<file path="src/modem7_filename_sender_defines.svh">
// modem7_filename_sender_defines.svh: assertion macros for the filename sender
// used by msf_core and msf_out_q; relies on clk and rst_n in the including module
`ifndef MODEM7_FILENAME_SENDER_DEFINES_SVH
`define MODEM7_FILENAME_SENDER_DEFINES_SVH

// property that must hold on every clock edge out of reset
`define MSF_CHECK(label, expr, msg) \
    label: assert property (@(posedge clk) disable iff (!rst_n) (expr)) else $error(msg);

// implication checked on every clock edge out of reset
`define MSF_CHECK_IMP(label, ante, cons, msg) \
    label: assert property (@(posedge clk) disable iff (!rst_n) (ante) |-> (cons)) \
        else $error(msg);

`endif

</file>
<file path="src/msf_pkg.sv">
// msf_pkg: types, codes and name helpers for the modem7 filename sender
// no dependencies; imported by every module of the block
package msf_pkg;

    localparam int NAME_LENGTH = 11;

    // line characters
    localparam logic [7:0] CH_NAK   = 8'h15;
    localparam logic [7:0] CH_ACK   = 8'h06;
    localparam logic [7:0] CH_SUB   = 8'h1A;
    localparam logic [7:0] CH_RETRY = 8'h75;
    localparam logic [7:0] CH_SPACE = 8'h20;

    // input operations
    localparam logic [1:0] OP_START   = 2'd0;
    localparam logic [1:0] OP_BYTE    = 2'd1;

    // status codes
    localparam logic [2:0] ST_BUSY     = 3'd0;
    localparam logic [2:0] ST_OK       = 3'd1;
    localparam logic [2:0] ST_NAME_ERR = 3'd2;
    localparam logic [2:0] ST_CARRIER  = 3'd3;
    localparam logic [2:0] ST_IDLE     = 3'd4;

    // configuration register indexes
    localparam logic [1:0] REG_NAME_FIRST = 2'd0;
    localparam logic [1:0] REG_NAME_LAST  = 2'd1;
    localparam logic [1:0] REG_RETRY_LIM  = 2'd2;

    typedef struct packed {
        logic [63:0] name_first_eight;
        logic [23:0] name_last_three;
        logic [7:0]  retry_limit;
    } cfg_t;

    typedef struct packed {
        logic       tx_valid;
        logic [7:0] tx_byte;
        logic [2:0] status;
        logic       last;
    } res_t;

    typedef struct packed {
        logic valid;
        logic two;
        res_t first;
        res_t second;
    } push_t;

    // character idx of the name, upper-cased; indexes past the name read as space
    function automatic logic [7:0] name_char(input logic [63:0] first8,
                                             input logic [23:0] last3,
                                             input logic [3:0]  idx);
        logic [127:0] all;
        logic [7:0]   c;
        all = {{5{CH_SPACE}}, last3, first8};
        c = all[{idx, 3'b000} +: 8];
        if (c >= 8'h61 && c <= 8'h7A)
            c = c - 8'h20;
        return c;
    endfunction

    // 0x1A plus all eleven characters, mod 256, as a balanced adder tree
    function automatic logic [7:0] name_sum(input logic [63:0] first8,
                                            input logic [23:0] last3);
        logic [7:0] c [NAME_LENGTH];
        logic [7:0] a0, a1, a2, a3, a4, a5;
        for (int i = 0; i < NAME_LENGTH; i++)
            c[i] = name_char(first8, last3, 4'(i));
        a0 = c[0] + c[1];
        a1 = c[2] + c[3];
        a2 = c[4] + c[5];
        a3 = c[6] + c[7];
        a4 = c[8] + c[9];
        a5 = c[10] + CH_SUB;
        return (a0 + a1) + (a2 + a3) + (a4 + a5);
    endfunction

endpackage

</file>
<file path="src/modem7_filename_sender.sv">
// modem7_filename_sender: top level of the modem7 filename sender
// depends on msf_pkg, msf_cfg, msf_core and msf_out_q
//
//  channel  | direction | payload
//  ---------+-----------+-------------------------------------------------
//  s_axis   | in        | tuser: op; tdata: rx_byte, carrier
//  m_axis   | out       | tdata: tx_valid, tx_byte, status; tlast: last
//  cfg      | in        | cfg_index selects register, cfg_data its value
//
// one input beat per cycle while the queue has room; a beat passes the input register
// and its results then enter a four-entry result queue, so a result leaves only after
// its beat has passed both registers
// every beat waits in the input register until the queue has two free slots,
// as a beat that answers nak gives two results; a full queue stalls the input
// reset clears state and queue at once, no clearing pass; cfg_ready is always high
module modem7_filename_sender (
    input  logic        clk,
    input  logic        rst_n,
    input  logic        s_axis_tvalid,
    output logic        s_axis_tready,
    input  logic [15:0] s_axis_tdata,   // rx_byte [7:0], carrier [8], zero [15:9]
    input  logic [1:0]  s_axis_tuser,   // op [1:0]
    output logic        m_axis_tvalid,
    input  logic        m_axis_tready,
    output logic [15:0] m_axis_tdata,   // tx_valid [0], tx_byte [8:1], status [11:9], zero
    output logic        m_axis_tlast,
    input  logic        cfg_valid,
    output logic        cfg_ready,
    input  logic [1:0]  cfg_index,
    input  logic [63:0] cfg_data
);
    import msf_pkg::*;

    cfg_t  cfg;
    push_t push;
    res_t  out_res;
    logic  room;

    msf_cfg u_cfg (
        .clk       (clk),
        .rst_n     (rst_n),
        .cfg_valid (cfg_valid),
        .cfg_ready (cfg_ready),
        .cfg_index (cfg_index),
        .cfg_data  (cfg_data),
        .cfg       (cfg)
    );

    msf_core u_core (
        .clk      (clk),
        .rst_n    (rst_n),
        .cfg      (cfg),
        .in_valid (s_axis_tvalid),
        .in_ready (s_axis_tready),
        .in_op    (s_axis_tuser),
        .in_rx    (s_axis_tdata[7:0]),
        .in_car   (s_axis_tdata[8]),
        .q_room   (room),
        .push     (push)
    );

    msf_out_q u_out_q (
        .clk       (clk),
        .rst_n     (rst_n),
        .push      (push),
        .room      (room),
        .out_valid (m_axis_tvalid),
        .out_ready (m_axis_tready),
        .out_res   (out_res)
    );

    assign m_axis_tdata = {4'b0000, out_res.status, out_res.tx_byte, out_res.tx_valid};
    assign m_axis_tlast = out_res.last;

endmodule

</file>
<file path="src/msf_cfg.sv">
// msf_cfg: configuration registers of the filename sender (name and retry limit)
// depends on msf_pkg
module msf_cfg (
    input  logic           clk,
    input  logic           rst_n,
    input  logic           cfg_valid,
    output logic           cfg_ready,
    input  logic [1:0]     cfg_index,
    input  logic [63:0]    cfg_data,
    output msf_pkg::cfg_t  cfg
);
    import msf_pkg::*;

    logic [63:0] first_reg;
    logic [23:0] last_reg;
    logic [7:0]  limit_reg;

    assign cfg_ready = 1'b1;

    always_ff @(posedge clk or negedge rst_n)
    begin
        if (!rst_n)
        begin
            first_reg <= {8{CH_SPACE}};
            last_reg  <= {3{CH_SPACE}};
            limit_reg <= 8'd10;
        end
        else if (cfg_valid && cfg_ready)
        begin
            unique case (cfg_index)
                REG_NAME_FIRST: first_reg <= cfg_data;
                REG_NAME_LAST:  last_reg  <= cfg_data[23:0];
                REG_RETRY_LIM:  limit_reg <= cfg_data[7:0];
                default:        ;
            endcase
        end
    end

    assign cfg.name_first_eight = first_reg;
    assign cfg.name_last_three  = last_reg;
    assign cfg.retry_limit      = limit_reg;

endmodule

</file>
<file path="src/msf_core.sv">
// msf_core: input register and exchange state machine of the filename sender
// depends on msf_pkg and modem7_filename_sender_defines.svh
`include "modem7_filename_sender_defines.svh"

module msf_core (
    input  logic           clk,
    input  logic           rst_n,
    input  msf_pkg::cfg_t  cfg,
    input  logic           in_valid,
    output logic           in_ready,
    input  logic [1:0]     in_op,
    input  logic [7:0]     in_rx,
    input  logic           in_car,
    input  logic           q_room,
    output msf_pkg::push_t push
);
    import msf_pkg::*;

    localparam logic [1:0] PH_IDLE      = 2'd0;
    localparam logic [1:0] PH_WAIT_NAK  = 2'd1;
    localparam logic [1:0] PH_WAIT_ACK  = 2'd2;
    localparam logic [1:0] PH_WAIT_CKSM = 2'd3;

    logic       hold_reg;
    logic [1:0] op_reg;
    logic [7:0] rx_reg;
    logic       car_reg;

    logic [1:0] phase_reg, phase_next;
    logic [7:0] rc_reg, rc_next;
    logic [3:0] ci_reg, ci_next;
    logic [7:0] ck_reg, ck_next;

    logic       fire;
    logic       got_byte;
    logic [7:0] rc_inc;
    logic       limit_hit;
    logic [2:0] retry_status;
    logic [1:0] retry_phase;

    assign fire     = hold_reg && q_room;
    assign in_ready = !hold_reg || fire;
    assign got_byte = (op_reg == OP_BYTE);

    // input register: one beat held until the result queue has room
    always_ff @(posedge clk or negedge rst_n)
    begin
        if (!rst_n)
            hold_reg <= 1'b0;
        else if (in_ready)
            hold_reg <= in_valid;
    end

    always_ff @(posedge clk)
    begin
        if (in_valid && in_ready)
        begin
            op_reg  <= in_op;
            rx_reg  <= in_rx;
            car_reg <= in_car;
        end
    end

    // failed attempt: saturating count, compared against the limit
    assign rc_inc       = (rc_reg != 8'hFF) ? rc_reg + 8'd1 : rc_reg;
    assign limit_hit    = (rc_inc >= cfg.retry_limit);
    assign retry_status = limit_hit ? ST_NAME_ERR : ST_BUSY;
    assign retry_phase  = limit_hit ? PH_IDLE : PH_WAIT_NAK;

    always_comb
    begin
        phase_next = phase_reg;
        rc_next    = rc_reg;
        ci_next    = ci_reg;
        ck_next    = ck_reg;
        push.valid  = fire;
        push.two    = 1'b0;
        push.first  = '{tx_valid: 1'b0, tx_byte: 8'h00, status: ST_IDLE, last: 1'b1};
        push.second = '{tx_valid: 1'b1, tx_byte: 8'h00, status: ST_BUSY, last: 1'b1};
        if (fire)
        begin
            if (op_reg == OP_START)
            begin
                rc_next = 8'd0;
                ci_next = 4'd0;
                ck_next = name_sum(cfg.name_first_eight, cfg.name_last_three);
                if (cfg.retry_limit == 8'd0)
                begin
                    phase_next = PH_IDLE;
                    push.first.status = ST_NAME_ERR;
                end
                else if (!car_reg)
                begin
                    phase_next = PH_IDLE;
                    push.first.status = ST_CARRIER;
                end
                else
                begin
                    phase_next = PH_WAIT_NAK;
                    push.first.status = ST_BUSY;
                end
            end
            else if (phase_reg == PH_IDLE)
            begin
                push.first.status = ST_IDLE;
            end
            else if (!car_reg)
            begin
                phase_next = PH_IDLE;
                push.first.status = ST_CARRIER;
            end
            else
            begin
                unique case (phase_reg)
                    PH_WAIT_NAK:
                    begin
                        if (got_byte && rx_reg == CH_NAK)
                        begin
                            push.two = 1'b1;
                            push.first = '{tx_valid: 1'b1, tx_byte: CH_ACK,
                                           status: ST_BUSY, last: 1'b0};
                            push.second.tx_byte = name_char(cfg.name_first_eight,
                                                            cfg.name_last_three, 4'd0);
                            ci_next    = 4'd1;
                            phase_next = PH_WAIT_ACK;
                        end
                        else
                        begin
                            rc_next    = rc_inc;
                            phase_next = retry_phase;
                            push.first.status = retry_status;
                        end
                    end
                    PH_WAIT_ACK:
                    begin
                        push.first.tx_valid = 1'b1;
                        if (got_byte && rx_reg == CH_ACK)
                        begin
                            push.first.status = ST_BUSY;
                            if (ci_reg >= 4'(NAME_LENGTH))
                            begin
                                phase_next = PH_WAIT_CKSM;
                                push.first.tx_byte = CH_SUB;
                            end
                            else
                            begin
                                push.first.tx_byte = name_char(cfg.name_first_eight,
                                                               cfg.name_last_three, ci_reg);
                                ci_next = ci_reg + 4'd1;
                            end
                        end
                        else
                        begin
                            rc_next    = rc_inc;
                            phase_next = retry_phase;
                            push.first.tx_byte = CH_RETRY;
                            push.first.status  = retry_status;
                        end
                    end
                    PH_WAIT_CKSM:
                    begin
                        push.first.tx_valid = 1'b1;
                        if (got_byte && rx_reg == ck_reg)
                        begin
                            phase_next = PH_IDLE;
                            push.first.tx_byte = CH_ACK;
                            push.first.status  = ST_OK;
                        end
                        else
                        begin
                            rc_next    = rc_inc;
                            phase_next = retry_phase;
                            push.first.tx_byte = CH_RETRY;
                            push.first.status  = retry_status;
                        end
                    end
                    default:
                    begin
                        phase_next = PH_IDLE;
                    end
                endcase
            end
        end
    end

    always_ff @(posedge clk or negedge rst_n)
    begin
        if (!rst_n)
        begin
            phase_reg <= PH_IDLE;
            rc_reg    <= 8'd0;
            ci_reg    <= 4'd0;
            ck_reg    <= 8'd0;
        end
        else
        begin
            phase_reg <= phase_next;
            rc_reg    <= rc_next;
            ci_reg    <= ci_next;
            ck_reg    <= ck_next;
        end
    end

    `MSF_CHECK_IMP(a_two_only_on_nak, push.two, phase_reg == PH_WAIT_NAK, "pair outside nak wait")
    `MSF_CHECK(a_index_in_name, ci_reg <= 4'(NAME_LENGTH), "character index beyond name")

endmodule

</file>
<file path="src/msf_out_q.sv">
// msf_out_q: four-entry result queue feeding the output stream
// depends on msf_pkg and modem7_filename_sender_defines.svh
`include "modem7_filename_sender_defines.svh"

module msf_out_q (
    input  logic           clk,
    input  logic           rst_n,
    input  msf_pkg::push_t push,
    output logic           room,
    output logic           out_valid,
    input  logic           out_ready,
    output msf_pkg::res_t  out_res
);
    import msf_pkg::*;

    res_t       mem [4];
    logic [2:0] count_reg, count_next;
    logic [1:0] rd_reg, rd_next;
    logic [1:0] wr_reg, wr_next;
    logic [1:0] push_n;
    logic       pop;

    // room for a two-result item
    assign room      = (count_reg <= 3'd2);
    assign out_valid = (count_reg != 3'd0);
    assign out_res   = mem[rd_reg];
    assign pop       = out_valid && out_ready;
    assign push_n    = push.valid ? (push.two ? 2'd2 : 2'd1) : 2'd0;

    assign count_next = count_reg + {1'b0, push_n} - {2'b00, pop};
    assign rd_next    = rd_reg + {1'b0, pop};
    assign wr_next    = wr_reg + push_n;

    always_ff @(posedge clk or negedge rst_n)
    begin
        if (!rst_n)
        begin
            count_reg <= 3'd0;
            rd_reg    <= 2'd0;
            wr_reg    <= 2'd0;
        end
        else
        begin
            count_reg <= count_next;
            rd_reg    <= rd_next;
            wr_reg    <= wr_next;
        end
    end

    always_ff @(posedge clk)
    begin
        if (push.valid)
            mem[wr_reg] <= push.first;
        if (push.valid && push.two)
            mem[wr_reg + 2'd1] <= push.second;
    end

    `MSF_CHECK(a_count_bound, count_reg <= 3'd4, "result queue count overflow")
    `MSF_CHECK_IMP(a_push_has_room, push.valid, count_reg <= 3'd2, "push into a full result queue")

endmodule

</file>
<file path="config.mk">
export PLATFORM = sky130hd
export DESIGN_NAME = modem7_filename_sender
export DESIGN_NICKNAME = d
export VERILOG_FILES = /design/src/msf_pkg.sv /design/src/modem7_filename_sender.sv /design/src/msf_cfg.sv /design/src/msf_core.sv /design/src/msf_out_q.sv
export VERILOG_INCLUDE_DIRS = /design/src /design/src/src
export SDC_FILE = /design/constraint.sdc
export NUM_CORES = 1
export LEC_CHECK = 0
export BUFFER_PORTS_ARGS = -buffer_cell sky130_fd_sc_hd__buf_4
export CAP_MARGIN = 20
export CORE_MARGIN = 1.5
export CORE_UTILIZATION = 40
export DETAILED_ROUTE_END_ITERATION = 12
export SLEW_MARGIN = 20
export SYNTH_ARGS = -nofsm -noshare
export SYNTH_HDL_FRONTEND = slang
export SYNTH_SLANG_ARGS = --single-unit
</file>
<file path="constraint.sdc">
create_clock -name clk -period 13.5 [get_ports clk]
set_input_delay 1.35 -clock clk [delete_from_list [all_inputs] [get_ports clk]]
set_output_delay 1.35 -clock clk [all_outputs]
set_load 0.03 [all_outputs]
</file>
==> impl_metrics.env, run 1 <==
export IMPL_first_iter_violations=564
export IMPL_crit_fanout=9
export IMPL_port_buffers=96
export IMPL_io_pins=109
export IMPL_post_route_util_pct=46.7
export IMPL_dr_wl_met3_um=1370
export IMPL_wire_per_inst_um=19.3
export IMPL_finalSetupTns_ns=0
export IMPL_synthToLayoutAreaGrowth_pct=13.9
export IMPL_path_class="reg -> reg"
export IMPL_r2r_slack_ns=7.06
export IMPL_clkLatencyLatePin_ns=0.45
export IMPL_seq_area_frac_synth_pct=40.8
export IMPL_ys_types=67
export IMPL_clock_path_buffers=2
export IMPL_dpl_instance_area_um2=13000
export IMPL_worst_pin_slew_ns=0.980
export IMPL_start_kind="register"
export IMPL_core_area_um2=29000
export IMPL_synth_largest_area_cell="dfrtp_1"
export IMPL_cts_htree_levels=4
export IMPL_cts_tree="yes"
export IMPL_rows=62
export IMPL_cp_data_required_time_ns=13.87
export IMPL_hold_path_end="u_out_q.mem[0][1]$_SDFFE_PP0P_"
export IMPL_viasPerCell=5.39
export IMPL_cts_root_buf="clkbuf_16"
export IMPL_grt_overflow=0
export IMPL_routedLengthMet1_um=13700
export IMPL_die_y_um=176
export IMPL_dr_wl_met2_um=14500
export IMPL_holdCritStartpoint="u_out_q.mem[0][1]$_SDFFE_PP0P_"
export IMPL_synth_commonest_cells="inv_1, dfrtp_1, nand2_1"
export IMPL_antenna_found_initial=0
export IMPL_async_flop_share_pct=66.7
export IMPL_end_kind="register"
export IMPL_grt_start_max_net_pins=84
export IMPL_slew_headroom_pct=34.6
export IMPL_wirelength_um=30300
export IMPL_worstRegToRegCells=21
export IMPL_clock_skew_ns=0.0133
export IMPL_grt_pass1_vias=8488
export IMPL_rsz0062_at_grt="no"
export IMPL_stdcell_area_um2=13600
export IMPL_hold_path_class="reg -> reg"
export IMPL_top_layer="met4"
export IMPL_cts_resized_gates=0
export IMPL_fmax_mhz=155
export IMPL_syn_area_um2=11900
export IMPL_synthMostInstantiatedCell="inv_1"
export IMPL_drv_cap=0
export IMPL_drive_gt1_share_pct=22.4
export IMPL_ys_warnings_count=0
export IMPL_start_util_pct=41.0
export IMPL_synth_top_area_share_pct=23.7
export IMPL_worstReg2RegStart="u_cfg.first_reg[2]$_DFFE_PN0P_"
export IMPL_dp_hpwl_um=22700
export IMPL_die_x_um=176
export IMPL_cellPowerDensity_nw_per_um2=294
export IMPL_synth_avg_cell_area_um2=10.9
export IMPL_synthFlopType="dfrtp_1"
export IMPL_synth_area_leaders="dfrtp_1, edfxtp_1, fa_1, mux2_2, mux4_2"
export IMPL_holdBufCountCts=0
export IMPL_layout_min_cycle_time_ns=6.44
export IMPL_hold_viol=0
export IMPL_nFillCells=2758
export IMPL_grt_pass1_wl_um=48200
export IMPL_synthCells=1092
export IMPL_synth_seq_cells=189
export IMPL_synth_edf_count=43
export IMPL_first_pass_iters=5
export IMPL_power_mw=3.99
export IMPL_min_path_cells=2
export IMPL_stdcell_count=1570
export IMPL_drc=0
export IMPL_gp_congestion=0.858
export IMPL_dp_cells=1538
export IMPL_clk_pin_slew_ns=0.08
export IMPL_dieArea_um2=30800
export IMPL_p_leak_nw=5.68
export IMPL_outcome="complete, no violations"
export IMPL_rr_endpoint="u_core.ck_reg[7]$_DFFE_PN0P_"
export IMPL_dr_total_vias=8461
export IMPL_fin_nets=1367
export IMPL_min_period_over_period_pct=47.7
export IMPL_antenna_cells=0
export IMPL_ant_nets=0
export IMPL_cts_sinks=189
export IMPL_ir_drop_mv=0.360
export IMPL_slew_viol_final=0
export IMPL_worstPathArrival_ns=6.81
export IMPL_cts_buffers=17
export IMPL_setup_violations=0
export IMPL_cts_setup_buffers=0
export IMPL_largest_reg_flops=64
export IMPL_grt_use_total_pct=20.6
[how the worst max path moves through the flow]
stage	start	to	slack [ns]	cells after the start
after floorplan	u_cfg.first_reg[2]$_DFFE_PN0P_	u_core.ck_reg[7]$_DFFE_PN0P_	7.97	20
after global placement	u_cfg.first_reg[2]$_DFFE_PN0P_	u_core.ck_reg[7]$_DFFE_PN0P_	7.12	21
after detailed placement	u_cfg.first_reg[2]$_DFFE_PN0P_	u_core.ck_reg[7]$_DFFE_PN0P_	7.11	21
after CTS	u_cfg.first_reg[2]$_DFFE_PN0P_	u_core.ck_reg[7]$_DFFE_PN0P_	7.04	21
after global routing	u_cfg.first_reg[2]$_DFFE_PN0P_	u_core.ck_reg[7]$_DFFE_PN0P_	6.76	21
final	u_cfg.first_reg[2]$_DFFE_PN0P_	u_core.ck_reg[7]$_DFFE_PN0P_	7.06	21
[worst max-delay path, stage by stage (launching register included)]
cell,delay (ns)
dfrtp_1,0.53
or4_1,0.56
nor2_1,0.17
nor3_1,0.09
a21oi_1,0.33
inv_1,0.18
fa_1,0.57
inv_1,0.06
fa_1,0.50
fa_1,0.54
fa_1,0.58
inv_1,0.07
fa_1,0.56
inv_1,0.05
ha_1,0.31
inv_1,0.09
o21bai_1,0.10
a21oi_1,0.32
xnor2_1,0.18
xnor2_1,0.14
xnor3_1,0.30
o21ai_1,0.14
[routing by layer]
layer	GRT usage [%]	vias to the layer above
met5	0	-
met4	6.09	0
met3	3.53	36
met2	33.7	210
met1	28.2	4220
li1	-	3995
[stage by stage]
| step | setup WS (ns) | hold slack (ns) |
|---|---|---|
| after global placement | 7.12 | 0.443 |
| after detailed placement | 7.11 | 0.446 |
| after floorplan | 7.97 | 0.431 |
| after global routing | 6.76 | 0.474 |
| after CTS | 7.04 | 0.458 |
| final | 7.06 | 0.460 |
[layout make-up]
| cell class | count | area [um^2] | area share [%] |
|---|---|---|---|
| Inverter | 122 | 458 | 3.38 |
| Sequential cell | 189 | 4860 | 35.8 |
| Multi-Input combinational cell | 741 | 6410 | 47.2 |
| Clock buffer | 18 | 429 | 3.16 |
| Timing Repair Buffer | 102 | 769 | 5.67 |
| Clock inverter | 14 | 158 | 1.16 |
| Tap cell | 384 | 480 | 3.54 |
[cells in the final DEF (no fill, tap or decap), types with 11 or more instances in the layout]
master | netlist | routed
nor2_1 | 41 | 41
xor2_1 | 16 | 16
edfxtp_1 | 43 | 43
mux2_2 | 84 | 84
buf_4 | 6 | 101
o21ai_0 | 74 | 74
nand2_1 | 112 | 112
mux4_2 | 27 | 27
a21oi_1 | 37 | 37
mux2i_1 | 11 | 11
inv_1 | 122 | 122
dfstp_2 | 13 | 13
clkbuf_16 | 0 | 17
o22ai_1 | 13 | 13
nand3_1 | 24 | 24
dfrtp_1 | 113 | 113
ha_1 | 48 | 48
dfxtp_1 | 20 | 20
or4_1 | 11 | 11
xnor2_1 | 29 | 29
fa_1 | 57 | 57
[power breakdown]
part | internal (mW) | switching, mW
registers | 0.726 | 0.154
logic | 1.18 | 1.41
clock network | 0.277 | 0.246
[kinds of logic (layout without fill, tap and decap cells)]
group                      count (synthesis)  in the layout  synth area share [%]
xor gates and xnor gates                  47             47                  3.69
adders and majority gates                105            105                  14.6
buffers and inverters                    165            256                  5.52
DFF                                      189            189                  40.8
other                                      2              5                0.0631
muxes                                    124            124                  14.4
AOI/OAI and AO/OA                        201            201                  10.5
and+or+nand+nor                          259            259                  10.4
Power figures use the tool's default switching activity.
==> inputs of run 2 (changes only) <==
==> constraint.sdc (replaced) <==
create_clock -name clk -period 5.9 [get_ports clk]
set_input_delay 0.59 -clock clk [delete_from_list [all_inputs] [get_ports clk]]
set_output_delay 0.59 -clock clk [all_outputs]
set_load 0.03 [all_outputs]
==> run 2 against run 1 <==
Global-route usage grew 0.21 points; critical endpoint unchanged; die area is the same; via count grew 3.3%; critical path type unchanged; design area grew 2.7%; clock power grew 130%; first-iteration DRC count shrank 9.9%; largest power group unchanged; wire length grew 1.1%; fmax grew 12%.
==> impl_metrics.env, run 2 (synthesized netlist as in run 1, its figures left out) <==
export IMPL_finalSetupTns_ns=0
export IMPL_cts_htree_levels=4
export IMPL_synthToLayoutAreaGrowth_pct=17.0
export IMPL_layout_min_cycle_time_ns=5.74
export IMPL_dr_wl_met2_um=15000
export IMPL_hold_path_class="in -> async"
export IMPL_start_kind="register"
export IMPL_stdcell_area_um2=13900
export IMPL_cts_tree="yes"
export IMPL_wirelength_um=30600
export IMPL_io_pins=109
export IMPL_grt_overflow=0
export IMPL_dpl_instance_area_um2=13300
export IMPL_slew_viol_final=0
export IMPL_hold_viol=0
export IMPL_viasPerCell=5.42
export IMPL_die_y_um=176
export IMPL_routedLengthMet1_um=13600
export IMPL_rows=62
export IMPL_wire_per_inst_um=19.0
export IMPL_antenna_found_initial=0
export IMPL_clk_pin_slew_ns=0.07
export IMPL_min_period_over_period_pct=97.3
export IMPL_grt_use_total_pct=20.8
export IMPL_mostFrequentLayoutCell="buf_4"
export IMPL_outcome="complete, no violations"
export IMPL_path_class="reg -> reg"
export IMPL_cellPowerDensity_nw_per_um2=701
export IMPL_hold_ws_ns=0.172
export IMPL_dr_wl_met3_um=1160
export IMPL_ir_drop_mv=1.03
export IMPL_post_route_util_pct=48.0
export IMPL_first_pass_iters=5
export IMPL_fin_nets=1409
export IMPL_startpoint="u_cfg.first_reg[52]$_DFFE_PN0P_"
export IMPL_cts_sinks=189
export IMPL_setup_violations=0
export IMPL_gp_congestion=0.868
export IMPL_port_buffers=96
export IMPL_fmax_mhz=174
export IMPL_dp_hpwl_um=23700
export IMPL_final_cell_mix="buf_4, inv_1, dfrtp_1"
export IMPL_drv_cap=0
export IMPL_grt_pass1_vias=9011
export IMPL_cts_buffers=17
export IMPL_crit_fanout=2
export IMPL_top_layer="met4"
export IMPL_start_util_pct=41.0
export IMPL_drc=0
export IMPL_largest_reg_flops=64
export IMPL_worst_pin_slew_ns=0.965
export IMPL_nFillCells=2698
export IMPL_cts_root_buf="clkbuf_16"
export IMPL_clock_path_buffers=2
export IMPL_dieArea_um2=30800
export IMPL_worstReg2RegStart="u_cfg.first_reg[52]$_DFFE_PN0P_"
export IMPL_end_kind="register"
export IMPL_first_iter_violations=508
export IMPL_ant_nets=0
export IMPL_core_area_um2=29000
export IMPL_die_x_um=176
export IMPL_worstPathArrival_ns=6.09
export IMPL_clock_skew_ns=0.0158
export IMPL_cp_data_required_time_ns=6.25
export IMPL_grt_pass1_wl_um=49500
export IMPL_holdBufCountCts=0
export IMPL_antenna_cells=0
export IMPL_slew_headroom_pct=35.1
export IMPL_drive_gt1_share_pct=25.7
export IMPL_p_leak_nw=5.90
export IMPL_dr_total_vias=8737
export IMPL_clkLatencyLatePin_ns=0.43
export IMPL_grt_start_max_net_pins=83
-- run 2: cell count changes in the layout (fill, tap and decap cells not counted), moves of 2 or more --
cell	delta
inv_2	+2
clkbuf_1	+3
fa_1	-2
clkinvlp_4	-2
fa_2	+2
inv_6	-4
inv_1	-2
buf_4	+42
clkinv_1	+3
-- run 2: layout make-up --
type	count	area (um^2)	share of cell area (%)
multi-input cells	741	6460	46.4
inverters	122	458	3.29
well taps	384	480	3.45
clock buffers	21	440	3.16
repair buffers	144	1080	7.79
flip-flops and latches	189	4860	34.9
clock inverters	11	144	1.03
-- run 2: final timing paths --
path | to | slack (ns) | cells after the start
max | u_core.ck_reg[7]$_DFFE_PN0P_ | 0.16 | 20
min | u_cfg.first_reg[48]$_DFFE_PN0P_ | 0.17 | 1
max reg2reg | u_core.ck_reg[7]$_DFFE_PN0P_ | 0.16 | 20
min reg2reg | u_out_q.mem[0][1]$_SDFFE_PP0P_ | 0.46 | 2
max in group asynchronous | u_cfg.first_reg[7]$_DFFE_PN0P_ | 4.53 | 2
min in group clk | u_core.rx_reg[0]$_DFFE_PP_ | 0.33 | 1
-- run 2: worst max-delay path, cell delays in order (launching register included) --
cell	delay, ns
dfrtp_1	0.38
or4_1	0.52
o22a_1	0.25
nor2b_1	0.17
a21oi_2	0.21
fa_1	0.48
fa_2	0.62
fa_1	0.43
fa_1	0.51
inv_1	0.06
fa_1	0.54
inv_1	0.07
ha_4	0.26
inv_1	0.05
o21bai_1	0.13
a21oi_1	0.08
buf_4	0.15
xnor2_2	0.13
xnor2_1	0.18
xnor3_2	0.31
o21ai_2	0.12
-- run 2: repair_timing --
action | in CTS | in global routing
endpoints found under the setup margin | 1 | 1
resized for setup | 3 | 12
setup buffers | 0 | 1
pin swaps | 1 | 11
cloned | 0 | 0
-- run 2: metrics by stage --
stage / worst slack [ns] / power [mW] / instances
floorplan: 0.370 / 6.35 / 1095
global placement: 0.0717 / 8.13 / 1579
detailed placement: 0.0164 / 8.27 / 1579
CTS: 0.0173 / 9.60 / 1611
global route: -0.0539 / 10.6 / 1612
finish: 0.158 / 9.76 / 1612
-- run 2: report_power, final --
| part | total [mW] | internal, mW | switching [mW] |
|---|---|---|---|
| combinational | 6.61 | 3.14 | 3.47 |
| sequential | 1.98 | 1.66 | 0.314 |
| clock | 1.18 | 0.668 | 0.510 |
| total | 9.76 | 5.47 | 4.29 |
-- run 2: routing by layer --
layer | GRT usage, % | vias to the layer above
li1 | - | 4082
met1 | 27.8 | 4395
met2 | 35.3 | 223
met3 | 2.71 | 37
met4 | 6.73 | 0
met5 | 0 | -
